`config.mk`:
```
export PLATFORM = sky130hd
export DESIGN_NAME = tdd_tile_track
export DESIGN_NICKNAME = d
export VERILOG_FILES = /design/src/rtl/tdd_pkg.sv /design/src/rtl/tdd_tile_track.sv
export SDC_FILE = /design/constraint.sdc
export NUM_CORES = 1
export LEC_CHECK = 0
export BUFFER_PORTS_ARGS = -buffer_cell sky130_fd_sc_hd__clkbuf_2
export CORE_ASPECT_RATIO = 1.75
export CORE_UTILIZATION = 50
export CTS_BUF_LIST = sky130_fd_sc_hd__clkbuf_8
export DETAILED_ROUTE_END_ITERATION = 12
export PLACE_DENSITY = 0.8
export RECOVER_POWER = 100
export SETUP_SLACK_MARGIN = 0.4
export SLEW_MARGIN = 15
export SYNTH_ARGS = -nofsm -noshare
export SYNTH_HDL_FRONTEND = slang
export SYNTH_SLANG_ARGS = --single-unit
```
`constraint.sdc`:
```
create_clock -name clk -period 8.8 [get_ports clk]
set_input_delay 1.32 -clock clk [delete_from_list [all_inputs] [get_ports clk]]
set_output_delay 1.32 -clock clk [all_outputs]
set_load 0.05 [all_outputs]
```
`src/rtl/tdd_pkg.sv`:
```
package tdd_pkg;

  localparam int TILE_SIZE  = 64;
  localparam int MAX_WIDTH  = 1024;
  localparam int MAX_HEIGHT = 1024;

  localparam int PIX_W   = 32;
  localparam int COL_W   = $clog2(MAX_WIDTH);
  localparam int ROW_W   = $clog2(MAX_HEIGHT);
  localparam int WDIM_W  = $clog2(MAX_WIDTH + 1);
  localparam int HDIM_W  = $clog2(MAX_HEIGHT + 1);
  localparam int DEPTH   = MAX_WIDTH * MAX_HEIGHT;
  localparam int ADDR_W  = $clog2(DEPTH);

  localparam int BAND_TILES = (MAX_WIDTH + TILE_SIZE - 1) / TILE_SIZE;
  localparam int COL_TILES  = BAND_TILES;
  localparam int ROW_TILES  = (MAX_HEIGHT + TILE_SIZE - 1) / TILE_SIZE;
  localparam int TCOL_W     = $clog2(BAND_TILES);
  localparam int TROW_W     = $clog2(ROW_TILES);
  localparam int TX_W       = $clog2(COL_TILES + 1);
  localparam int TY_W       = $clog2(ROW_TILES + 1);

  // Fixed widths of the result fields and configuration registers.
  localparam int TILE_IDX_W = 4;
  localparam int TOTAL_W    = 9;
  localparam int KIND_W     = 2;
  localparam int CFG_DIM_W  = 11;
  localparam int PCT_W      = 7;
  localparam int PROD_W     = TOTAL_W + PCT_W;
  localparam int PERCENT_SCALE = 100;

  localparam int APB_DATA_W = 32;
  localparam int PADDR_W    = 4;
  localparam int REG_IDX_W  = PADDR_W - 2;

  localparam logic [REG_IDX_W-1:0] REG_FRAME_WIDTH  = 2'd0;
  localparam logic [REG_IDX_W-1:0] REG_FRAME_HEIGHT = 2'd1;
  localparam logic [REG_IDX_W-1:0] REG_THRESHOLD    = 2'd2;

  localparam logic [KIND_W-1:0] KIND_NONE  = 2'd0;
  localparam logic [KIND_W-1:0] KIND_PATCH = 2'd1;
  localparam logic [KIND_W-1:0] KIND_FULL  = 2'd2;

  typedef struct packed {
    logic [WDIM_W-1:0]  width;
    logic [HDIM_W-1:0]  height;
    logic [TOTAL_W-1:0] total;
    logic [PCT_W-1:0]   pct;
  } geom_t;

  typedef struct packed {
    logic [ADDR_W-1:0] addr;
    logic [PIX_W-1:0]  pixel;
    logic [TCOL_W-1:0] tcol;
    logic [TROW_W-1:0] trow;
    logic              tile_end;
    logic              frame_end;
    logic              pvalid;
  } item_t;

endpackage

```
`src/rtl/tdd_tile_track.sv`:
```
module tdd_tile_track
  import tdd_pkg::*;
(
  input  logic                  clk,
  input  logic                  rst,
  input  logic                  restart,
  input  geom_t                 geom,
  input  logic                  s1_valid,
  input  item_t                 s1_item,
  input  logic [PIX_W-1:0]      prev_pixel,
  output logic                  s1_fire,
  output logic                  out_valid,
  input  logic                  out_stall,
  output logic [TILE_IDX_W-1:0] tile_column,
  output logic [TILE_IDX_W-1:0] tile_row,
  output logic                  tile_changed,
  output logic                  frame_done,
  output logic [KIND_W-1:0]     frame_kind,
  output logic [TOTAL_W-1:0]    dirty_tile_count,
  output logic [TOTAL_W-1:0]    total_tile_count
);

  logic [BAND_TILES-1:0] flags;
  logic [TOTAL_W-1:0]    dirty;

  logic                  px_changed;
  logic                  tile_chg;
  logic                  emit;
  logic [TOTAL_W-1:0]    dirty_new;
  logic [PROD_W-1:0]     lhs;
  logic [PROD_W-1:0]     rhs;
  logic [KIND_W-1:0]     kind;

  assign px_changed = !s1_item.pvalid || (prev_pixel != s1_item.pixel);
  assign s1_fire    = s1_valid && !(s1_item.tile_end && out_valid && out_stall);
  assign emit       = s1_fire && s1_item.tile_end;
  assign tile_chg   = flags[s1_item.tcol] || px_changed;

  assign dirty_new = (tile_chg && dirty < geom.total) ? dirty + 1'b1 : dirty;
  assign lhs = PROD_W'(dirty_new) * PROD_W'(PERCENT_SCALE);
  assign rhs = PROD_W'(geom.total) * PROD_W'(geom.pct);

  always_comb begin
    if (!s1_item.frame_end) begin
      kind = KIND_NONE;
    end else if (!s1_item.pvalid) begin
      kind = KIND_FULL;
    end else if (dirty_new == '0) begin
      kind = KIND_NONE;
    end else if (lhs > rhs) begin
      kind = KIND_FULL;
    end else begin
      kind = KIND_PATCH;
    end
  end

  always_ff @(posedge clk) begin
    if (rst) begin
      flags     <= '0;
      dirty     <= '0;
      out_valid <= 1'b0;
    end else begin
      if (restart) begin
        flags <= '0;
        dirty <= '0;
      end else if (s1_fire) begin
        if (s1_item.tile_end) begin
          if (s1_item.frame_end) begin
            flags <= '0;
            dirty <= '0;
          end else begin
            flags[s1_item.tcol] <= 1'b0;
            dirty               <= dirty_new;
          end
        end else if (px_changed) begin
          flags[s1_item.tcol] <= 1'b1;
        end
      end
      if (emit) begin
        out_valid <= 1'b1;
      end else if (!out_stall) begin
        out_valid <= 1'b0;
      end
    end
  end

  always_ff @(posedge clk) begin
    if (emit) begin
      tile_column      <= TILE_IDX_W'(s1_item.tcol);
      tile_row         <= TILE_IDX_W'(s1_item.trow);
      tile_changed     <= tile_chg;
      frame_done       <= s1_item.frame_end;
      frame_kind       <= kind;
      dirty_tile_count <= dirty_new;
      total_tile_count <= geom.total;
    end
  end

endmodule

```
==> results.py <==
metrics = {
    "floorplan": {
        "die_y_um": 154,
        "die_w_um": 88.7,
        "pin_count": 170,
        "core.rowCount": 55,
        "core-area_um2": 12900,
        "design.die.area_um2": 13600,
        "start_util_pct": 51.1,
    },
    "clock_network": {
        "htree_levels": 2,
        "cts_root_buffer": "clkbuf_8",
        "cts_tree": "yes",
        "cts_buffer_depth": 2,
        "cts.sinks": 56,
        "cts_made_buffers": 5,
        "clk_latency_ps": 330,
        "cts.reportedPaths.clkPinSlew_ps": 110,
        "cts_setup_buffers": 0,
        "hold_buffers": 0,
        "cts-resized-gates": 0,
    },
    "setup_path": {
        "path_buf_inv": 1,
        "slowest_delay_ps": 610,
        "worst_ep_arrival_time_ps": 8240,
        "worstSetupEndpointType": "flip-flop",
        "critPathMostFrequentCell": "ha_1",
        "path_cells": "clkbuf_1 -> mux4_2 -> mux4_2 -> o41ai_1 -> a21o_1 -> mux2_1 -> ha_1 -> ha_1 -> ha_1 -> ha_1 -> a21o_1 -> a21oi_1 -> o21bai_1 -> a21oi_1 -> o21ai_0 -> or4_1 -> nand4_1 -> ha_1 -> and4_1 -> a221o_1 -> nand2_1 -> o311a_1 -> and4bb_2",
        "cp_max_fo": 15,
        "cp-start-kind": "input pin",
        "cp.required_ps": 8880,
        "cp_slowest_cell": "mux4_2",
        "crit_family": "compound AO/OA/AOI/OAI gates",
        "path_class": "input pin to flip-flop",
    },
    "placed_design": {
        "dp_hpwl_mm": 12.6,
        "place_area_um2": 7320,
        "place_ws_ps": 638,
        "gp_congestion": 0.908,
        "dpl.cell_count": 980,
        "numPortBuffers": 127,
    },
    "power_and_ir_drop": {
        "p_per_area_nw_per_um2": 134,
        "peakVddDrop_v": 0.0000883,
        "leakagePower_nw": 3.44,
        "power_uw": 982,
    },
    "routing": {
        "drc_errors": 0,
        "viasPerCell": 5.70,
        "routed-via-count": 5635,
        "first_pass_iters": 5,
        "avgRoutedWirePerCell_um": 15.9,
        "drtIter0Drc": 189,
        "antenna_left": 0,
        "drt_wl_total_mm": 15.7,
    },
    "yosys": {
        "synth_cell_type_count": 61,
        "synth_nets": 980,
        "yosys.area.top_type": "ha_1",
        "synth-edff-count": 30,
        "synthArstFlopShare_pct": 0,
        "synth.top_cell.area_share_pct": 17.5,
        "ys_ff_latch": 56,
        "synth_cells": 712,
        "ys.flop_type": "edfxtp_1",
        "syn_area_per_cell_um2": 9.24,
        "synth_area_leaders": "ha_1 (17%), edfxtp_1 (14%), fa_1 (12%), dfxtp_1 (7.9%), xnor2_1 (5.9%)",
        "syn_area_um2": 6580,
        "yosys_warnings": 0,
        "ys_seq_area_share_pct": 21.6,
    },
    "sta": {
        "min_period_ps": 8170,
        "period_share_pct": 92.8,
        "rsz0062_at_grt": "false",
        "max_freq_mhz": 122,
        "skew_ps": 15.2,
        "worstMarginPinSlew_ps": 1610,
        "relSlewSlack_pct": -7.13,
        "finalHoldViolCount": 0,
        "fin_tns_setup_ps": 0,
        "slew_viol_final": 42,
        "holdWs_ps": 507,
        "setup_ws_ps": 634,
        "setup_viol": 0,
    },
    "global_route": {
        "antenna_found_initial": 0,
        "grt_pass1_wl_mm": 25.1,
        "grt_overflow": 0,
        "grt_max_degree": 42,
        "grt_pass1_vias": 5552,
        "grt_usage_pct": 23.5,
    },
    "min_path": {
        "hp-class": "flip-flop to flip-flop",
    },
    "layout": {
        "area_growth_pct": 11.4,
        "nets": 1084,
        "fill_cells": 1233,
        "n_antenna_cell": 0,
        "drive_above_1_share_pct": 14.6,
        "utilization_pct": 56.9,
        "instances_no_fill": 988,
        "fin_area_um2": 7330,
    },
    "run_status": {
        "violations": "max-capacitance violations, max-slew violations",
        "status": "finished with violations",
    },
    "run": {
        "cap_violations": 1,
    },
}
[layout by cell type, fill, tap and decap left out, types with 5 or more instances in the layout]
| master | synthesis | final |
|---|---|---|
| or4_1 | 5 | 5 |
| mux4_2 | 5 | 5 |
| inv_1 | 78 | 79 |
| ha_1 | 92 | 92 |
| xnor2_1 | 44 | 44 |
| nand3b_1 | 7 | 7 |
| nand2_1 | 55 | 55 |
| a21o_1 | 8 | 8 |
| nand4_1 | 17 | 17 |
| nand2b_1 | 7 | 7 |
| a31oi_1 | 10 | 10 |
| nor2_1 | 17 | 17 |
| nand3_1 | 15 | 15 |
| dfxtp_1 | 26 | 26 |
| nor3_1 | 12 | 12 |
| and2_1 | 35 | 35 |
| fa_1 | 38 | 38 |
| and3_1 | 7 | 7 |
| nor4_1 | 23 | 23 |
| clkbuf_2 | 0 | 81 |
| edfxtp_1 | 30 | 30 |
| a21oi_1 | 33 | 34 |
| xor2_1 | 23 | 23 |
| nor2b_1 | 10 | 10 |
| clkbuf_8 | 0 | 5 |
| o21ai_0 | 13 | 13 |
| clkbuf_1 | 29 | 48 |
| o221a_2 | 15 | 15 |
[power breakdown]
group,internal (mW),total [mW],switching [mW]
combinational,0.227,0.549,0.322
clock,0.0559,0.149,0.0929
sequential,0.282,0.285,0.00219
[cell usage after synthesis, drive strengths merged, types with 12 or more instances]
cell and n:
a21oi 34, and2 35, clkbuf 29, dfxtp 26, edfxtp 30, fa 38
ha 92, inv 78, nand2 55, nand3 15, nand4 17, nor2 17
nor3 12, nor4 23, o21ai 13, o221a 15, xnor2 44, xor2 24
[flip-flops by register name, indices dropped and copies added, names as in the netlist, 2 cells and up]
name / cells
tile_row: 4
flags: 16
tile_column: 4
frame_kind: 2
dirty: 9
dirty_tile_count: 9
total_tile_count: 9
[final timing paths]
| kind | from | end | slack (ps) | depth (start not counted) |
|---|---|---|---|---|
| setup / recovery | s1_item[7] | frame_kind[1] | 630 | 23 |
| hold / removal | flags[15] | flags[15] | 510 | 1 |
| setup reg to reg | dirty[2] | frame_kind[1] | 1750 | 26 |
| hold reg to reg | flags[15] | flags[15] | 510 | 1 |
[final cells by class]
type | instances | area (um^2) | share of cell area [%]
clock buffer | 5 | 68.8 | 0.939
sequential | 56 | 1420 | 19.4
tap | 171 | 214 | 2.92
inverter | 78 | 293 | 4.00
multi-input combinational | 545 | 4720 | 64.4
clock inverter | 3 | 20.0 | 0.273
timing repair buffer | 130 | 593 | 8.09
[kinds of logic after synthesis]
group	synth area share (%)
AOI/OAI and AO/OA	11.8
xor gates and xnor gates	9.17
adders and majority gates	29.1
buffers and inverters	6.47
DFF	21.6
muxes	2.09
and+or+nand+nor	19.8
[layer usage]
metal	routed length (um)	global-route usage, %	vias to the layer above
met5	0	0	-
met3	488	1.72	45
li1	-	-	2732
met1	5640	24.4	2695
met4	535	9.75	0
met2	9010	46.2	163
Note: power is estimated with default switching activity, not from simulation.
