<file path="src/rtl/tdd_pkg.sv">
package tdd_pkg;

  localparam int TILE_SIZE  = 64;
  localparam int MAX_WIDTH  = 1024;
  localparam int MAX_HEIGHT = 1024;

  localparam int PIX_W   = 32;
  localparam int COL_W   = $clog2(MAX_WIDTH);
  localparam int ROW_W   = $clog2(MAX_HEIGHT);
  localparam int WDIM_W  = $clog2(MAX_WIDTH + 1);
  localparam int HDIM_W  = $clog2(MAX_HEIGHT + 1);
  localparam int DEPTH   = MAX_WIDTH * MAX_HEIGHT;
  localparam int ADDR_W  = $clog2(DEPTH);

  localparam int BAND_TILES = (MAX_WIDTH + TILE_SIZE - 1) / TILE_SIZE;
  localparam int COL_TILES  = BAND_TILES;
  localparam int ROW_TILES  = (MAX_HEIGHT + TILE_SIZE - 1) / TILE_SIZE;
  localparam int TCOL_W     = $clog2(BAND_TILES);
  localparam int TROW_W     = $clog2(ROW_TILES);
  localparam int TX_W       = $clog2(COL_TILES + 1);
  localparam int TY_W       = $clog2(ROW_TILES + 1);

  // Fixed widths of the result fields and configuration registers.
  localparam int TILE_IDX_W = 4;
  localparam int TOTAL_W    = 9;
  localparam int KIND_W     = 2;
  localparam int CFG_DIM_W  = 11;
  localparam int PCT_W      = 7;
  localparam int PROD_W     = TOTAL_W + PCT_W;
  localparam int PERCENT_SCALE = 100;

  localparam int APB_DATA_W = 32;
  localparam int PADDR_W    = 4;
  localparam int REG_IDX_W  = PADDR_W - 2;

  localparam logic [REG_IDX_W-1:0] REG_FRAME_WIDTH  = 2'd0;
  localparam logic [REG_IDX_W-1:0] REG_FRAME_HEIGHT = 2'd1;
  localparam logic [REG_IDX_W-1:0] REG_THRESHOLD    = 2'd2;

  localparam logic [KIND_W-1:0] KIND_NONE  = 2'd0;
  localparam logic [KIND_W-1:0] KIND_PATCH = 2'd1;
  localparam logic [KIND_W-1:0] KIND_FULL  = 2'd2;

  typedef struct packed {
    logic [WDIM_W-1:0]  width;
    logic [HDIM_W-1:0]  height;
    logic [TOTAL_W-1:0] total;
    logic [PCT_W-1:0]   pct;
  } geom_t;

  typedef struct packed {
    logic [ADDR_W-1:0] addr;
    logic [PIX_W-1:0]  pixel;
    logic [TCOL_W-1:0] tcol;
    logic [TROW_W-1:0] trow;
    logic              tile_end;
    logic              frame_end;
    logic              pvalid;
  } item_t;

endpackage

</file>
<file path="src/rtl/tdd_raster.sv">
module tdd_raster
  import tdd_pkg::*;
(
  input  logic              clk,
  input  logic              rst,
  input  logic              restart,
  input  geom_t             geom,
  input  logic              in_valid,
  output logic              in_stall,
  input  logic [PIX_W-1:0]  pixel,
  input  logic              s1_fire,
  output logic              rd_en,
  output logic [ADDR_W-1:0] rd_addr,
  output logic              s1_valid,
  output item_t             s1_item
);

  logic [COL_W-1:0] col;
  logic [ROW_W-1:0] row;
  logic             pvalid;

  logic [COL_W-1:0] col_next;
  logic [ROW_W-1:0] row_next;
  logic [COL_W-1:0] wm1;
  logic [ROW_W-1:0] hm1;
  logic [COL_W-1:0] colc;
  logic [ROW_W-1:0] rowc;
  logic             accept;
  logic             last_col;
  logic             last_row;
  logic             frame_end;
  item_t            item;

  assign in_stall = rst || (s1_valid && !s1_fire);
  assign accept   = in_valid && !in_stall;
  assign rd_en    = accept;

  assign wm1  = COL_W'(geom.width - 1'b1);
  assign hm1  = ROW_W'(geom.height - 1'b1);
  assign colc = (col > wm1) ? wm1 : col;
  assign rowc = (row > hm1) ? hm1 : row;

  assign last_col  = (colc % TILE_SIZE == COL_W'(TILE_SIZE - 1)) || (colc == wm1);
  assign last_row  = (rowc % TILE_SIZE == ROW_W'(TILE_SIZE - 1)) || (rowc == hm1);
  assign frame_end = (colc == wm1) && (rowc == hm1);

  assign rd_addr = ADDR_W'(rowc) * ADDR_W'(MAX_WIDTH) + ADDR_W'(colc);

  always_comb begin
    if (colc == wm1) begin
      col_next = '0;
      row_next = (rowc == hm1) ? '0 : rowc + 1'b1;
    end else begin
      col_next = colc + 1'b1;
      row_next = rowc;
    end
  end

  always_comb begin
    item.addr      = rd_addr;
    item.pixel     = pixel;
    item.tcol      = TCOL_W'(colc / TILE_SIZE);
    item.trow      = TROW_W'(rowc / TILE_SIZE);
    item.tile_end  = last_col && last_row;
    item.frame_end = frame_end;
    item.pvalid    = pvalid;
  end

  always_ff @(posedge clk) begin
    if (rst) begin
      col      <= '0;
      row      <= '0;
      pvalid   <= 1'b0;
      s1_valid <= 1'b0;
    end else begin
      if (restart) begin
        col    <= '0;
        row    <= '0;
        pvalid <= 1'b0;
      end else if (accept) begin
        col <= col_next;
        row <= row_next;
        if (frame_end) begin
          pvalid <= 1'b1;
        end
      end
      if (accept) begin
        s1_valid <= 1'b1;
      end else if (s1_fire) begin
        s1_valid <= 1'b0;
      end
    end
  end

  always_ff @(posedge clk) begin
    if (accept) begin
      s1_item <= item;
    end
  end

endmodule

</file>
<file path="config.mk">
export PLATFORM = sky130hd
export DESIGN_NAME = tdd_raster
export DESIGN_NICKNAME = d
export VERILOG_FILES = /design/src/rtl/tdd_pkg.sv /design/src/rtl/tdd_raster.sv
export SDC_FILE = /design/constraint.sdc
export NUM_CORES = 1
export LEC_CHECK = 0
export ABC_AREA = 0
export BUFFER_PORTS_ARGS = -buffer_cell sky130_fd_sc_hd__buf_2
export CAP_MARGIN = 20
export CORE_UTILIZATION = 51
export DETAILED_ROUTE_END_ITERATION = 6
export PLACE_DENSITY = 0.81
export SLEW_MARGIN = 20
export SYNTH_ARGS = -nofsm -noshare
export SYNTH_HDL_FRONTEND = slang
export SYNTH_SLANG_ARGS = --single-unit
</file>
<file path="constraint.sdc">
create_clock -name clk -period 5.6 [get_ports clk]
set_input_delay 0.56 -clock clk [delete_from_list [all_inputs] [get_ports clk]]
set_output_delay 0.56 -clock clk [all_outputs]
set_load 0.1 [all_outputs]
</file>
==> results of run 1 <==
-- state kept, by name, indices dropped and copies added (netlist names) --
signal    cells
row          10
col          10
pvalid        1
s1_valid      1
s1_item      55
-- worst paths after layout --
kind | startpoint | endpoint
setup / recovery | geom[20] | rd_addr[11]
hold / removal | pixel[16] | s1_item[27]
setup reg to reg | row[8] | row[6]
hold reg to reg | pvalid | s1_item[0]
-- metrics by stage --
step / utilization (%) / hold slack, ns / std cells / instance area [sq um]
2_1_floorplan: - / 0.409 / 443 / 4710
3_3_place_gp: 59.8 / 0.420 / 653 / 5290
3_5_place_dp: 59.8 / 0.433 / 653 / 5290
4_1_cts: 62.4 / 0.369 / 669 / 5520
5_1_grt: 62.4 / 0.365 / 669 / 5520
6_report: 62.4 / 0.383 / 669 / 5520
-- cells by family (layout without fill, tap and decap cells) --
group / count (synthesis) / after routing / share of synthesized area (%)
buffers and inverters: 63 / 181 / 7.91
AND/OR/NAND/NOR: 125 / 125 / 14.1
adder cells (fa/ha/maj): 21 / 21 / 5.58
AO/OA/AOI/OAI: 101 / 101 / 16.8
XOR/XNOR: 46 / 46 / 9.00
multiplexers: 10 / 10 / 2.18
flip-flops: 77 / 77 / 44.4
-- synth_stat cells (4+ instances only) --
library cell  count
edfxtp_1         55
nor3_1            9
and3_1            6
mux2i_1           8
o21ai_1           7
nand4_1           4
buf_2             7
nand3_1          15
o21ai_0          24
dfxtp_1          22
nor4_1            7
nor2_1           25
ha_1             21
or3_1             5
or4_1             4
nand2_1          27
xor2_1           11
buf_4            30
a21oi_1          16
clkbuf_1          4
xnor2_1          33
a22o_1           12
inv_1            19
o211ai_1          5
-- critical path, delay by kind of cell --
kind	cells	cell delay, ns
compound gates	4	1.37
xor+xnor	1	0.17
fa+ha+maj	1	0.44
buf+inv	2	0.67
simple gates	3	1.21
-- where the power goes --
part	switching (mW)	leakage, nW	total (mW)	internal (mW)
registers	0.00469	0.701	0.632	0.627
clock network	0.219	0.117	0.477	0.258
logic	0.208	1.55	0.263	0.0550
total	0.432	2.36	1.37	0.940
-- per-layer routing --
layer  share of wire, %  vias up
li1                   -     1840
met1                 45     1757
met2                 47      165
met3                7.3       14
met4                1.0        0
met5                  0        -
-- area by class of cell --
cell class / instances / area [sq um] / area share (%)
Clock buffer: 9 / 124 / 2.24
Sequential cell: 77 / 2090 / 37.9
Multi-Input combinational cell: 303 / 2250 / 40.8
Clock inverter: 7 / 103 / 1.86
Tap cell: 108 / 135 / 2.45
Inverter: 19 / 71.3 / 1.29
Timing Repair Buffer: 146 / 741 / 13.4
==> results.json, run 1 <==
{
  "ctsHoldBuffers": 0,
  "ys.warnings.count": 0,
  "synthArstFlopShare_pct": 0,
  "antennaDiodeCount": 0,
  "place_hpwl_mm": 8.10,
  "ys_types": 66,
  "hold_depth": 1,
  "cts_buffer_depth": 2,
  "syn-cell-area_sq_um": 4710,
  "layout_setup_ws_ns": 0.605,
  "p_leak_nw": 2.36,
  "fill_cells": 716,
  "cp-end-kind": "primary output",
  "drcViolationCount": 18,
  "io_buffers": 142,
  "cp_slowest_cell": "or4_1",
  "rsz0062_at_grt": "no",
  "synth_nets": 539,
  "first_pass_iters": 7,
  "synthCells": 443,
  "fin_nets": 652,
  "area_growth_pct": 17.2,
  "cts.sink_count": 77,
  "antenna_found_initial": 0,
  "fin_crit_sh_pct": 89.2,
  "cts_tree": "done",
  "synth_top_area_share_pct": 35.1,
  "skew_ns": 0.0130,
  "min_period_ns": 5.00,
  "max_cap_violations": 0,
  "critPathMaxFanout": 9,
  "synth_top_cell_by_area": "edfxtp_1",
  "synth_edf_count": 55,
  "worstSetupStartpointType": "primary input",
  "wl_per_cell_um": 16.0,
  "cts_setup_buffers": 0,
  "wirelength_mm": 10.7,
  "cts_htree_levels": 3,
  "grt_pass1_wl_mm": 17.1,
  "drt_first_iter_violations": 255,
  "finalSetupViolCount": 0,
  "grt_max_degree": 56,
  "cts-resized-gates": 0,
  "slew_headroom_pct": 43.3,
  "clock_latency_ns": 0.34,
  "place_ws_ns": 0.587,
  "fmax_ghz": 0.200,
  "timing.setup.tns_ns": 0,
  "critPathKind": "primary input to primary output",
  "r2r_slack_ns": 2.11,
  "violations": "design-rule violations",
  "die-area_sq_um": 9630,
  "synthFlopType": "edfxtp_1",
  "cts_root_buffer": "clkbuf_8",
  "busiest_layer": "met2",
  "grtUsageMet2_pct": 37.9,
  "syn_area_per_cell_sq_um": 10.6,
  "max_stage_delay_ns": 0.69,
  "crit_required_ns": 5.04,
  "grt_pass1_vias": 3575,
  "rows": 34,
  "status": "finished with violations",
  "powerDensity_nw_per_um2": 249,
  "dr_total_vias": 3776,
  "slew_violations": 0,
  "clk_pin_slew_ns": 0.09,
  "mostFrequentLayoutCells": "buf_2, edfxtp_1, xnor2_1",
  "overflow": 0,
  "use_met3_pct": 4.01,
  "ys_ff_latch": 77,
  "hold_violations": 0,
  "tightest_slew_ns": 0.847,
  "cts_buffers": 9,
  "synth_area_leaders": "edfxtp_1, dfxtp_1, xnor2_1",
  "io_pins": 161,
  "final_layout_size_suffix_gt1_share_pct": 34.4,
  "crit_chain": "buf_2 -> or4_1 -> nor4_1 -> xnor2_1 -> ha_1 -> o21ai_0 -> o31ai_2 -> a41o_1 -> nand2_2 -> o21ai_0 -> buf_2",
  "track_usage_pct": 22.3,
  "grt_util_met1_pct": 29.0,
  "viasPerCell": 5.64,
  "gp_congestion": 0.877,
  "chipHeight_um": 98.1,
  "final_common_cell": "buf_2",
  "crit_arrival_ns": 4.44,
  "ir_drop_mv": 0.148,
  "chipWidth_um": 98.1,
  "worstRegToRegCells": 12,
  "ys_seq_area_share_pct": 44.4,
  "p_total_mw": 1.37,
  "drtAntennaViolNets": 0,
  "core_area_sq_um": 8850,
  "start_util_pct": 53.3,
  "hp-class": "primary input to register"
}
Note: power is estimated with default switching activity, not from simulation.
==> inputs of run 2 (changes only) <==
RECOVER_POWER = 25   (was not set)
==> run 2 against run 1 <==
Effect of this change:
- the flow still finishes with violations (design-rule violations)
- core utilization fell by 0.23 points
- wire length grew 0.38%
- clock power hardly changed
- clock-buffer cell count is the same
- final area decreased by 0.36%
- final cell count is the same
- via count is 0.13% higher
==> results.json, run 2 (synthesis gave the netlist of run 1 again) <==
{
  "status": "finished with violations",
  "violations": "design-rule violations",
  "drtAntennaViolNets": 0,
  "slew_violations": 0,
  "track_usage_pct": 22.3,
  "grt_pass1_vias": 3575,
  "worstRegToRegCells": 11,
  "drt_first_iter_violations": 259,
  "core_area_sq_um": 8850,
  "powerDensity_nw_per_um2": 249,
  "antenna_found_initial": 0,
  "critPathMaxFanout": 9,
  "rows": 34,
  "min_period_ns": 5.03,
  "p_leak_nw": 2.32,
  "cts_buffer_depth": 2,
  "place_hpwl_mm": 8.10,
  "timing.setup.tns_ns": 0,
  "ir_drop_mv": 0.148,
  "start_util_pct": 53.3,
  "finalSetupViolCount": 0,
  "viasPerCell": 5.65,
  "gp_congestion": 0.877,
  "skew_ns": 0.0131,
  "cts_buffers": 9,
  "final_common_cell": "buf_2",
  "reg.largest.list": "s1_item x55, col x10, row x10",
  "grt_max_degree": 56,
  "dr_total_vias": 3781,
  "cts_setup_buffers": 0,
  "hp-class": "primary input to register",
  "final_layout_size_suffix_gt1_share_pct": 31.4,
  "io_buffers": 142,
  "cts_root_buffer": "clkbuf_8",
  "regMostFlops": "s1_item",
  "first_pass_iters": 7,
  "fin_crit_sh_pct": 89.8,
  "max_cap_violations": 0,
  "fin_nets": 652,
  "rsz0062_at_grt": "no",
  "hold_violations": 0,
  "crit_arrival_ns": 4.47,
  "clk_pin_slew_ns": 0.09,
  "slew_headroom_pct": 21.0,
  "die-area_sq_um": 9630,
  "grt_pass1_wl_mm": 17.1,
  "crit_required_ns": 5.04,
  "hold_depth": 1,
  "io_pins": 161,
  "fill_cells": 730,
  "wirelength_mm": 10.8,
  "chipWidth_um": 98.1,
  "mostFrequentLayoutCells": "buf_2, edfxtp_1, xnor2_1",
  "wl_per_cell_um": 16.1,
  "tightest_slew_ns": 1.19,
  "cp-end-kind": "primary output",
  "drcViolationCount": 18,
  "cts.sink_count": 77,
  "cts_htree_levels": 3,
  "cts_tree": "done",
  "cts-resized-gates": 0,
  "fin_util_pct": 62.2,
  "ctsHoldBuffers": 0,
  "critPathKind": "primary input to primary output",
  "clock_latency_ns": 0.34,
  "chipHeight_um": 98.1,
  "largest_reg_flops": 55,
  "overflow": 0,
  "fmax_ghz": 0.199,
  "worstSetupStartpointType": "primary input",
  "area_growth_pct": 16.7,
  "antennaDiodeCount": 0
}
run 2: per-stage QoR:
step	std cells	area, sq um	setup WS (ns)	power (mW)	hold slack, ns
floorplan	443	4710	1.40	0.853	0.409
global placement	653	5290	0.682	0.903	0.420
detailed placement	653	5290	0.587	0.908	0.433
CTS	669	5520	0.583	1.38	0.369
global route	669	5500	0.334	1.42	0.365
finish	669	5500	0.572	1.37	0.383
run 2: critical path: stages:
cell	delay [ns]
buf_2	0.15
or4_1	0.68
nor4_1	0.28
xnor2_1	0.17
ha_1	0.43
o21ai_0	0.15
o31ai_2	0.40
a41o_1	0.41
nand2_2	0.24
o21ai_0	0.46
buf_2	0.52
run 2: routing by layer:
metal / share of wire (%) / vias to the layer above / global-route usage [%]
met1: 44 / 1764 / 29.0
met2: 47 / 163 / 37.9
met3: 7.2 / 18 / 4.01
met5: 0 / - / 0
li1: - / 1836 / -
met4: 1.1 / 0 / 6.53
run 2: path summary, 6_finish.rpt:
path,startpoint,end,slack (ns)
worst min-delay path,pixel[16],s1_item[27],0.38
worst max-delay path,geom[20],rd_addr[11],0.57
worst min register to register,pvalid,s1_item[0],0.44
worst max register to register,row[9],row[6],2.08
run 2: layout make-up:
cell class | count | area (sq um) | share of cell area [%]
clock buffer | 9 | 124 | 2.25
clock inverter | 7 | 103 | 1.87
inverter | 19 | 71.3 | 1.30
multi-input combinational | 303 | 2250 | 41.0
sequential | 77 | 2090 | 38.0
tap | 108 | 135 | 2.46
timing repair buffer | 146 | 721 | 13.1
run 2: report_power, final:
| group | switching (mW) | leakage (nW) | total, mW | internal (mW) |
|---|---|---|---|---|
| Sequential | 0.00482 | 0.701 | 0.632 | 0.627 |
| Clock | 0.220 | 0.117 | 0.478 | 0.258 |
| Combinational | 0.209 | 1.50 | 0.262 | 0.0537 |
| Total | 0.433 | 2.32 | 1.37 | 0.939 |
