**src/rtl/tdd_pkg.sv**
```systemverilog
package tdd_pkg;

  localparam int TILE_SIZE  = 64;
  localparam int MAX_WIDTH  = 1024;
  localparam int MAX_HEIGHT = 1024;

  localparam int PIX_W   = 32;
  localparam int COL_W   = $clog2(MAX_WIDTH);
  localparam int ROW_W   = $clog2(MAX_HEIGHT);
  localparam int WDIM_W  = $clog2(MAX_WIDTH + 1);
  localparam int HDIM_W  = $clog2(MAX_HEIGHT + 1);
  localparam int DEPTH   = MAX_WIDTH * MAX_HEIGHT;
  localparam int ADDR_W  = $clog2(DEPTH);

  localparam int BAND_TILES = (MAX_WIDTH + TILE_SIZE - 1) / TILE_SIZE;
  localparam int COL_TILES  = BAND_TILES;
  localparam int ROW_TILES  = (MAX_HEIGHT + TILE_SIZE - 1) / TILE_SIZE;
  localparam int TCOL_W     = $clog2(BAND_TILES);
  localparam int TROW_W     = $clog2(ROW_TILES);
  localparam int TX_W       = $clog2(COL_TILES + 1);
  localparam int TY_W       = $clog2(ROW_TILES + 1);

  // Fixed widths of the result fields and configuration registers.
  localparam int TILE_IDX_W = 4;
  localparam int TOTAL_W    = 9;
  localparam int KIND_W     = 2;
  localparam int CFG_DIM_W  = 11;
  localparam int PCT_W      = 7;
  localparam int PROD_W     = TOTAL_W + PCT_W;
  localparam int PERCENT_SCALE = 100;

  localparam int APB_DATA_W = 32;
  localparam int PADDR_W    = 4;
  localparam int REG_IDX_W  = PADDR_W - 2;

  localparam logic [REG_IDX_W-1:0] REG_FRAME_WIDTH  = 2'd0;
  localparam logic [REG_IDX_W-1:0] REG_FRAME_HEIGHT = 2'd1;
  localparam logic [REG_IDX_W-1:0] REG_THRESHOLD    = 2'd2;

  localparam logic [KIND_W-1:0] KIND_NONE  = 2'd0;
  localparam logic [KIND_W-1:0] KIND_PATCH = 2'd1;
  localparam logic [KIND_W-1:0] KIND_FULL  = 2'd2;

  typedef struct packed {
    logic [WDIM_W-1:0]  width;
    logic [HDIM_W-1:0]  height;
    logic [TOTAL_W-1:0] total;
    logic [PCT_W-1:0]   pct;
  } geom_t;

  typedef struct packed {
    logic [ADDR_W-1:0] addr;
    logic [PIX_W-1:0]  pixel;
    logic [TCOL_W-1:0] tcol;
    logic [TROW_W-1:0] trow;
    logic              tile_end;
    logic              frame_end;
    logic              pvalid;
  } item_t;

endpackage

```
**src/rtl/tdd_regs.sv**
```systemverilog
module tdd_regs
  import tdd_pkg::*;
(
  input  logic                  clk,
  input  logic                  rst,
  input  logic                  psel,
  input  logic                  penable,
  input  logic                  pwrite,
  input  logic [PADDR_W-1:0]    paddr,
  input  logic [APB_DATA_W-1:0] pwdata,
  output logic [APB_DATA_W-1:0] prdata,
  output logic                  restart,
  output geom_t                 geom
);

  logic [CFG_DIM_W-1:0] frame_width;
  logic [CFG_DIM_W-1:0] frame_height;
  logic [PCT_W-1:0]     full_threshold_percent;

  logic                 wr;
  logic [REG_IDX_W-1:0] idx;
  logic [WDIM_W-1:0]    w;
  logic [HDIM_W-1:0]    h;
  logic [WDIM_W:0]      tx_sum;
  logic [HDIM_W:0]      ty_sum;
  logic [TX_W-1:0]      tiles_x;
  logic [TY_W-1:0]      tiles_y;

  assign wr  = psel && penable && pwrite;
  assign idx = paddr[PADDR_W-1:2];
  assign restart = wr && (idx == REG_FRAME_WIDTH || idx == REG_FRAME_HEIGHT);

  always_ff @(posedge clk) begin
    if (rst) begin
      frame_width            <= CFG_DIM_W'(640);
      frame_height           <= CFG_DIM_W'(480);
      full_threshold_percent <= PCT_W'(55);
    end else if (wr) begin
      unique case (idx)
        REG_FRAME_WIDTH:  frame_width            <= pwdata[CFG_DIM_W-1:0];
        REG_FRAME_HEIGHT: frame_height           <= pwdata[CFG_DIM_W-1:0];
        REG_THRESHOLD:    full_threshold_percent <= pwdata[PCT_W-1:0];
        default: ;
      endcase
    end
  end

  always_comb begin
    unique case (idx)
      REG_FRAME_WIDTH:  prdata = APB_DATA_W'(frame_width);
      REG_FRAME_HEIGHT: prdata = APB_DATA_W'(frame_height);
      REG_THRESHOLD:    prdata = APB_DATA_W'(full_threshold_percent);
      default:          prdata = '0;
    endcase
  end

  // A size of zero acts as one; sizes above the maximum act as the maximum.
  always_comb begin
    if (frame_width == '0) begin
      w = WDIM_W'(1);
    end else if (int'(frame_width) > MAX_WIDTH) begin
      w = WDIM_W'(MAX_WIDTH);
    end else begin
      w = WDIM_W'(frame_width);
    end
    if (frame_height == '0) begin
      h = HDIM_W'(1);
    end else if (int'(frame_height) > MAX_HEIGHT) begin
      h = HDIM_W'(MAX_HEIGHT);
    end else begin
      h = HDIM_W'(frame_height);
    end
  end

  assign tx_sum  = {1'b0, w} + (WDIM_W + 1)'(TILE_SIZE - 1);
  assign ty_sum  = {1'b0, h} + (HDIM_W + 1)'(TILE_SIZE - 1);
  assign tiles_x = TX_W'(tx_sum / TILE_SIZE);
  assign tiles_y = TY_W'(ty_sum / TILE_SIZE);

  // Both factors are widened first so a full 16 by 16 grid gives 256.
  assign geom.width  = w;
  assign geom.height = h;
  assign geom.total  = TOTAL_W'(tiles_x) * TOTAL_W'(tiles_y);
  assign geom.pct    = full_threshold_percent;

endmodule

```
**config.mk**
```make
export PLATFORM = sky130hd
export DESIGN_NAME = tdd_regs
export DESIGN_NICKNAME = d
export VERILOG_FILES = /design/src/rtl/tdd_pkg.sv /design/src/rtl/tdd_regs.sv
export SDC_FILE = /design/constraint.sdc
export NUM_CORES = 1
export LEC_CHECK = 0
export ABC_AREA = 1
export BUFFER_PORTS_ARGS = -buffer_cell sky130_fd_sc_hd__clkbuf_2
export CAP_MARGIN = 40
export CORE_MARGIN = 5
export CORE_UTILIZATION = 35
export CTS_BUF_LIST = sky130_fd_sc_hd__clkbuf_16
export DETAILED_ROUTE_END_ITERATION = 10
export MAX_ROUTING_LAYER = met4
export SKIP_CTS_REPAIR_TIMING = 1
export SLEW_MARGIN = 20
export SYNTH_ARGS = -nofsm -noshare
export SYNTH_HDL_FRONTEND = slang
export SYNTH_SLANG_ARGS = --single-unit
```
**constraint.sdc**
```tcl
create_clock -name clk -period 6.2 [get_ports clk]
set_input_delay 1.55 -clock clk [delete_from_list [all_inputs] [get_ports clk]]
set_output_delay 1.55 -clock clk [all_outputs]
set_load 0.01 [all_outputs]
```
==> results of run 1 <==
-- cell usage in the layout (no fill, tap or decap), types with 6 or more instances in the layout --
master	instances
clkbuf_2	67
inv_1	53
nor2_1	50
nand2_1	49
o21ai_0	22
conb_1	21
dfxtp_1	20
ha_1	16
a21oi_1	15
buf_4	14
nand2_2	13
nand3_1	11
fa_1	8
nand3_2	7
o221ai_1	7
nor2_2	6
nor2_4	6
dfxtp_2	6
-- area by class of cell --
class | count | area (µm²) | area share [%]
Multi-Input combinational cell | 264 | 1730 | 52.8
Inverter | 57 | 219 | 6.70
Timing Repair Buffer | 81 | 440 | 13.5
Sequential cell | 29 | 599 | 18.3
Clock buffer | 5 | 125 | 3.83
Clock inverter | 3 | 37.5 | 1.15
Tap cell | 96 | 120 | 3.68
-- registers in the layout (all words and copies together), names as in the netlist --
signal                  cells
full_threshold_percent      7
frame_width                11
frame_height               11
-- worst min-delay path: cells and delay by family (launching register included) --
kind	cells	cell delay [ns]
AND/OR/NAND/NOR	2	0.11
flip-flops	1	0.32
-- logic make-up (layout without fill, tap and decap cells) --
family / after synthesis / count (layout) / synth area share [%]
buffers and inverters: 86 / 146 / 16.2
adder cells (fa/ha/maj): 25 / 25 / 15.0
XOR/XNOR: 7 / 7 / 2.47
AO/OA/AOI/OAI: 63 / 63 / 17.1
AND/OR/NAND/NOR: 148 / 148 / 25.6
other: 1 / 21 / 0.151
flip-flops: 29 / 29 / 23.4
-- worst max-delay path by stage --
stage / startpoint / end / cells past startpoint
finish: frame_width[7] / geom[15] / 25
CTS: frame_width[2] / geom[14] / 20
detailed placement: frame_width[2] / geom[14] / 20
global route: frame_height[1] / geom[15] / 25
global placement: frame_height[8] / geom[15] / 25
floorplan: frame_width[7] / geom[14] / 19
-- metal layers --
metal	share of wire (%)	routed length, µm	GRT usage (%)	up-vias
met1	44	3150	20.4	1148
met2	50	3600	27.1	70
met5	0	0	-	-
li1	-	-	-	1265
met4	1.6	115	3.97	0
met3	4.9	354	2.24	10
-- where the power goes --
group | internal [mW] | total (mW) | switching [mW]
Combinational | 0.0650 | 0.164 | 0.0985
Sequential | 0.190 | 0.194 | 0.00403
Clock | 0.186 | 0.265 | 0.0792
==> results by group, run 1 <==
Cells and area
  – Layout area overhead: 31.7%
  – Share of cells above drive strength 1: 33.7%
  – Antenna cells: 0
  – Post-route cell area: 0.00327 mm²
  – Fin util: 47.8%
  – Filler instances: 721
  – Final non-filler cell total: 535
  – Nets@finish: 504

Clocking
  – TritonCTS clock tree: built
  – CTS H-Tree Depth: 2
  – CTS Buf Count: 5
  – Clk sink count: 29
  – Clock Tree Buf Depth: 2
  – Root Buffer: clkbuf_16
  – Worst-skew pair later-pin latency: 0.27 ns
  – Clk slew on worst S/H paths: 0.05 ns

Detailed routing
  – Initial DRC count: 115
  – # DRC: 0
  – Detailed Route WL: 7220 µm
  – WL per Instance: 13.5 µm
  – Routed vias: 2493
  – Vias/cell: 4.66
  – Drt first pass iters: 4
  – Post-route ant nets: 0

Outcome
  – Status: finished, final reports clean

Place
  – GP Congestion: 0.955
  – Pre-CTS setup slack: 0.218 ns
  – Placed instance count: 513
  – DP HPWL: 5660 µm
  – Placement Cell Area: 0.00282 mm²
  – Port Buf Inserts: 67

Timing
  – Final setup violation count: 0
  – Final Max Tran Viols: 0
  – Final worst slack: 0.214 ns
  – Period Utilization, post-route: 96.5%
  – Hold Worst Slack: 0.491 ns
  – Slew headroom: 47.6%
  – RSZ-0062 raised after global routing: true
  – Crit path time final: 5.99 ns
  – Final hold violations: 0
  – Setup TNS: 0 ns
  – Worst-margin pin slew: 0.786 ns
  – FMAX: 0.167 GHz
  – Final Skew: 0 ns

Setup path
  – Reg2Reg Setup Slack: 5.38 ns
  – Critical path buffers and inverters: 5
  – CP required: 4.65 ns
  – Cell family with most CP delay: adder cells
  – Crit path largest cell delay: 0.58 ns
  – Crit Reg-Reg Endpoint: frame_height[6]
  – Crit-path max FO: 4
  – Cell mode on critical path: nand2_2
  – Critical path type: flop to output port
  – Reg-to-reg startpoint: frame_height[6]
  – Startpoint types: flop
  – R2R cell count: 2
  – Worst path arrival time: 4.44 ns
  – Critical path capture point type: output port
  – Crit-path slowest cell: fa_1

Power and ir drop
  – Design Power: 0.623 mW
  – Max IR drop VDD: 144 µV
  – Pwr dens: 191 mW/mm²
  – P_leak: 1.70 nW

Hold path
  – Hold WC Path Type: flop to flop
  – WHS Path Cells: 2
  – Hold Crit Endpoint: full_threshold_percent[4]
  – Critical hold path startpoint: full_threshold_percent[4]

Floorplanning
  – Initial Util: 36.3%
  – Core Rows: 30
  – Top Ports: 112
  – Core Area: 0.00683 mm²
  – Die area: 0.00887 mm²
  – Die height: 94.2 µm
  – Die X: 94.2 µm

Global route
  – Number of global-route vias before repair: 2426
  – First-pass GRT wire length: 11200 µm
  – Antenna violations before repair: 0
  – Largest net degree at the start of global routing: 30
  – GRT Overall Usage: 16.1%
  – Global route overflow: 0

Logic synthesis
  – #FFs+latches synth: 29
  – Post-synth top area cell: dfxtp_1
  – Post-synth EDFFs: 0
  – Ys Warns: 0
  – FFs w/ async S/R, synth: 0%
  – Syn Area/Cell: 6.91 µm²
  – Post-synthesis sequential area ratio: 23.4%
  – Count of cell types in the netlist: 35
  – Mapped cell area: 0.00248 mm²
  – Main synth FF type: dfxtp_1
  – Most common cell in the synthesized netlist: nand2_1
  – Largest cells by area after synthesis: dfxtp_1 (23%), nand2_1 (9.1%), nor2_1 (8.6%), ha_1 (8.6%), inv_1 (8.0%)
  – Yosys top cell area share: 23.4%
  – Gate Count Post-Synth: 359
  – Most instantiated cells after synthesis: nand2_1 (60), nor2_1 (57), inv_1 (53), dfxtp_1 (29), o21ai_0 (23)

Run
  – Max Cap Viol: 0
No activity file was read; power rests on OpenSTA's default activity.
==> inputs of run 2 (changes only) <==
Clock period 6.2 ns to 7.6 ns, I/O delays scaled along.
==> run 2 against run 1 <==
Against the previous run: largest power group unchanged; utilization is 4.5 points lower; worst setup slack better by 0.77 ns; register-to-register slack better by 1.4 ns; largest cell class unchanged; clock power is 31% lower; highest routed layer unchanged; cell count is 2.6% lower; final area is 9.4% lower; clock skew stayed put; die area stayed put; critical path depth is 1 lower.
==> results by group, run 2 (same netlist as run 1, synthesis figures left out) <==
Outcome
  – Status: finished, final reports clean

Detailed routing
  – Post-route ant nets: 0
  – Drt first pass iters: 4
  – WL per Instance: 13.3 µm
  – Initial DRC count: 102
  – Vias/cell: 4.68
  – Routed vias: 2440
  – Detailed Route WL: 6910 µm
  – # DRC: 0

Floorplanning
  – Core Rows: 30
  – Top Ports: 112
  – Die X: 94.2 µm
  – Die height: 94.2 µm
  – Die area: 0.00887 mm²
  – Core Area: 0.00683 mm²
  – Initial Util: 36.3%

Cells and area
  – Share of cells above drive strength 1: 22.1%
  – Antenna cells: 0
  – Nets@finish: 490
  – Fin util: 43.3%
  – Commonest non-fill, non-tap cells in the layout: clkbuf_2 (67), nand2_1 (60), nor2_1 (57)
  – Top flop regs: frame_height (11), frame_width (11), full_threshold_percent (7)
  – Layout area overhead: 19.3%
  – Most common cell after layout, fill and taps aside: clkbuf_2

Setup path
  – Reg2Reg Setup Slack: 6.76 ns
  – Reg-to-reg startpoint: frame_height[7]
  – CP required: 5.70 ns
  – CP Depth: 24
  – Cell family with most CP delay: adder cells
  – Critical path type: flop to output port
  – R2R cell count: 2
  – Worst path arrival time: 4.72 ns
  – Cell chain of the critical path: nor2_1 > nand3_2 > o21ai_4 > inv_2 > nor2_4 > xor2_1 > nand2_1 > fa_1 > fa_1 > fa_1 > inv_1 > ha_1 > nand3b_1 > nand2_1 > nand2_1 > a21boi_0 > nor2_1 > nand2_1 > nand2_1 > inv_1 > nand3_1 > nand2_1 > inv_1 > clkbuf_2
  – Crit Reg-Reg Endpoint: frame_height[7]
  – Critical path capture point type: output port
  – Crit-path slowest cell: fa_1
  – Cell mode on critical path: nand2_1
  – Crit path largest cell delay: 0.54 ns
  – Critical path buffers and inverters: 5
  – Crit path from: frame_width[7]
  – Crit-path max FO: 8
  – Startpoint types: flop
  – Setup crit end: geom[15]

Place
  – Port Buf Inserts: 67
  – DP HPWL: 5660 µm
  – GP Congestion: 0.972
  – Pre-CTS setup slack: 1.28 ns

Clocking
  – CTS H-Tree Depth: 2
  – TritonCTS clock tree: built
  – Clk sink count: 29
  – Clk slew on worst S/H paths: 0.05 ns
  – Clock Tree Buf Depth: 2
  – Root Buffer: clkbuf_16
  – Worst-skew pair later-pin latency: 0.27 ns
  – CTS Buf Count: 5

Timing
  – Final hold violations: 0
  – Worst-margin pin slew: 0.780 ns
  – Crit path time final: 6.62 ns
  – Final worst slack: 0.985 ns
  – Slew headroom: 47.9%
  – Final Max Tran Viols: 0
  – Final Skew: 0 ns
  – Final setup violation count: 0
  – Setup TNS: 0 ns
  – RSZ-0062 raised after global routing: false
  – Period Utilization, post-route: 87.0%
  – FMAX: 0.151 GHz

Hold path
  – Hold WC Path Type: flop to flop

Global route
  – First-pass GRT wire length: 10900 µm
  – GRT Overall Usage: 16.0%
  – Number of global-route vias before repair: 2424
  – Largest net degree at the start of global routing: 30
  – Global route overflow: 0
  – Antenna violations before repair: 0

Run
  – Max Cap Viol: 0

Power and ir drop
  – P_leak: 1.58 nW
  – Pwr dens: 155 mW/mm²
  – Max IR drop VDD: 116 µV
-- run 2: cell count changes in the layout (fill, tap and decap cells not counted), moves of 6 or more --
cell / before / now
dfxtp_2: 6 / 0
nand2_1: 49 / 60
nor2_1: 50 / 57
dfxtp_1: 20 / 29
buf_4: 14 / 0
nand2_2: 13 / 3
-- run 2: worst register-to-register path: cells and delay by family, from the launching register on --
kind	cells	cell delay [ns]
buffers and inverters	1	0.12
AOI/OAI and AO/OA	1	0.23
DFF	1	0.40
-- run 2: worst min-delay path by stage --
stage                                           end  slack [ns]                 startpoint  cells after the start
after global placement    full_threshold_percent[4]        0.47  full_threshold_percent[4]                      2
after floorplan                     frame_height[0]        0.46            frame_height[0]                      2
final                     full_threshold_percent[1]        0.48  full_threshold_percent[1]                      2
after detailed placement  full_threshold_percent[1]        0.47  full_threshold_percent[1]                      2
after global routing      full_threshold_percent[1]        0.51  full_threshold_percent[1]                      2
after CTS                 full_threshold_percent[1]        0.48  full_threshold_percent[1]                      2
-- run 2: metal layers --
layer	global-route usage (%)	routed length (µm)
met2	25.6	3280
met3	3.04	426
met4	7.58	199
met5	-	0
met1	19.3	3000
-- run 2: area by class of cell --
cell class	count	area, µm²
Clock buffer	5	125
Clock inverter	3	12.5
Fill cell	742	3870
Inverter	57	214
Multi-Input combinational cell	264	1570
Sequential cell	29	581
Tap cell	96	120
Timing Repair Buffer	67	335
-- run 2: report_power, final --
part / internal, mW / switching [mW] / leakage [nW] / total, mW
Sequential: 0.156 / 0.00263 / 0.235 / 0.158
Clock: 0.118 / 0.0641 / 0.0687 / 0.182
Combinational: 0.0432 / 0.0744 / 1.28 / 0.118
-- run 2: per-stage QoR --
step	cells	instance area, µm²	power, mW	hold WS [ns]
2_1_floorplan	379	2560	0.250	0.464
4_1_cts	521	2960	0.461	0.484
3_5_place_dp	513	2820	0.280	0.472
6_report	521	2960	0.458	0.485
5_1_grt	521	2960	0.483	0.509
3_3_place_gp	513	2820	0.278	0.467
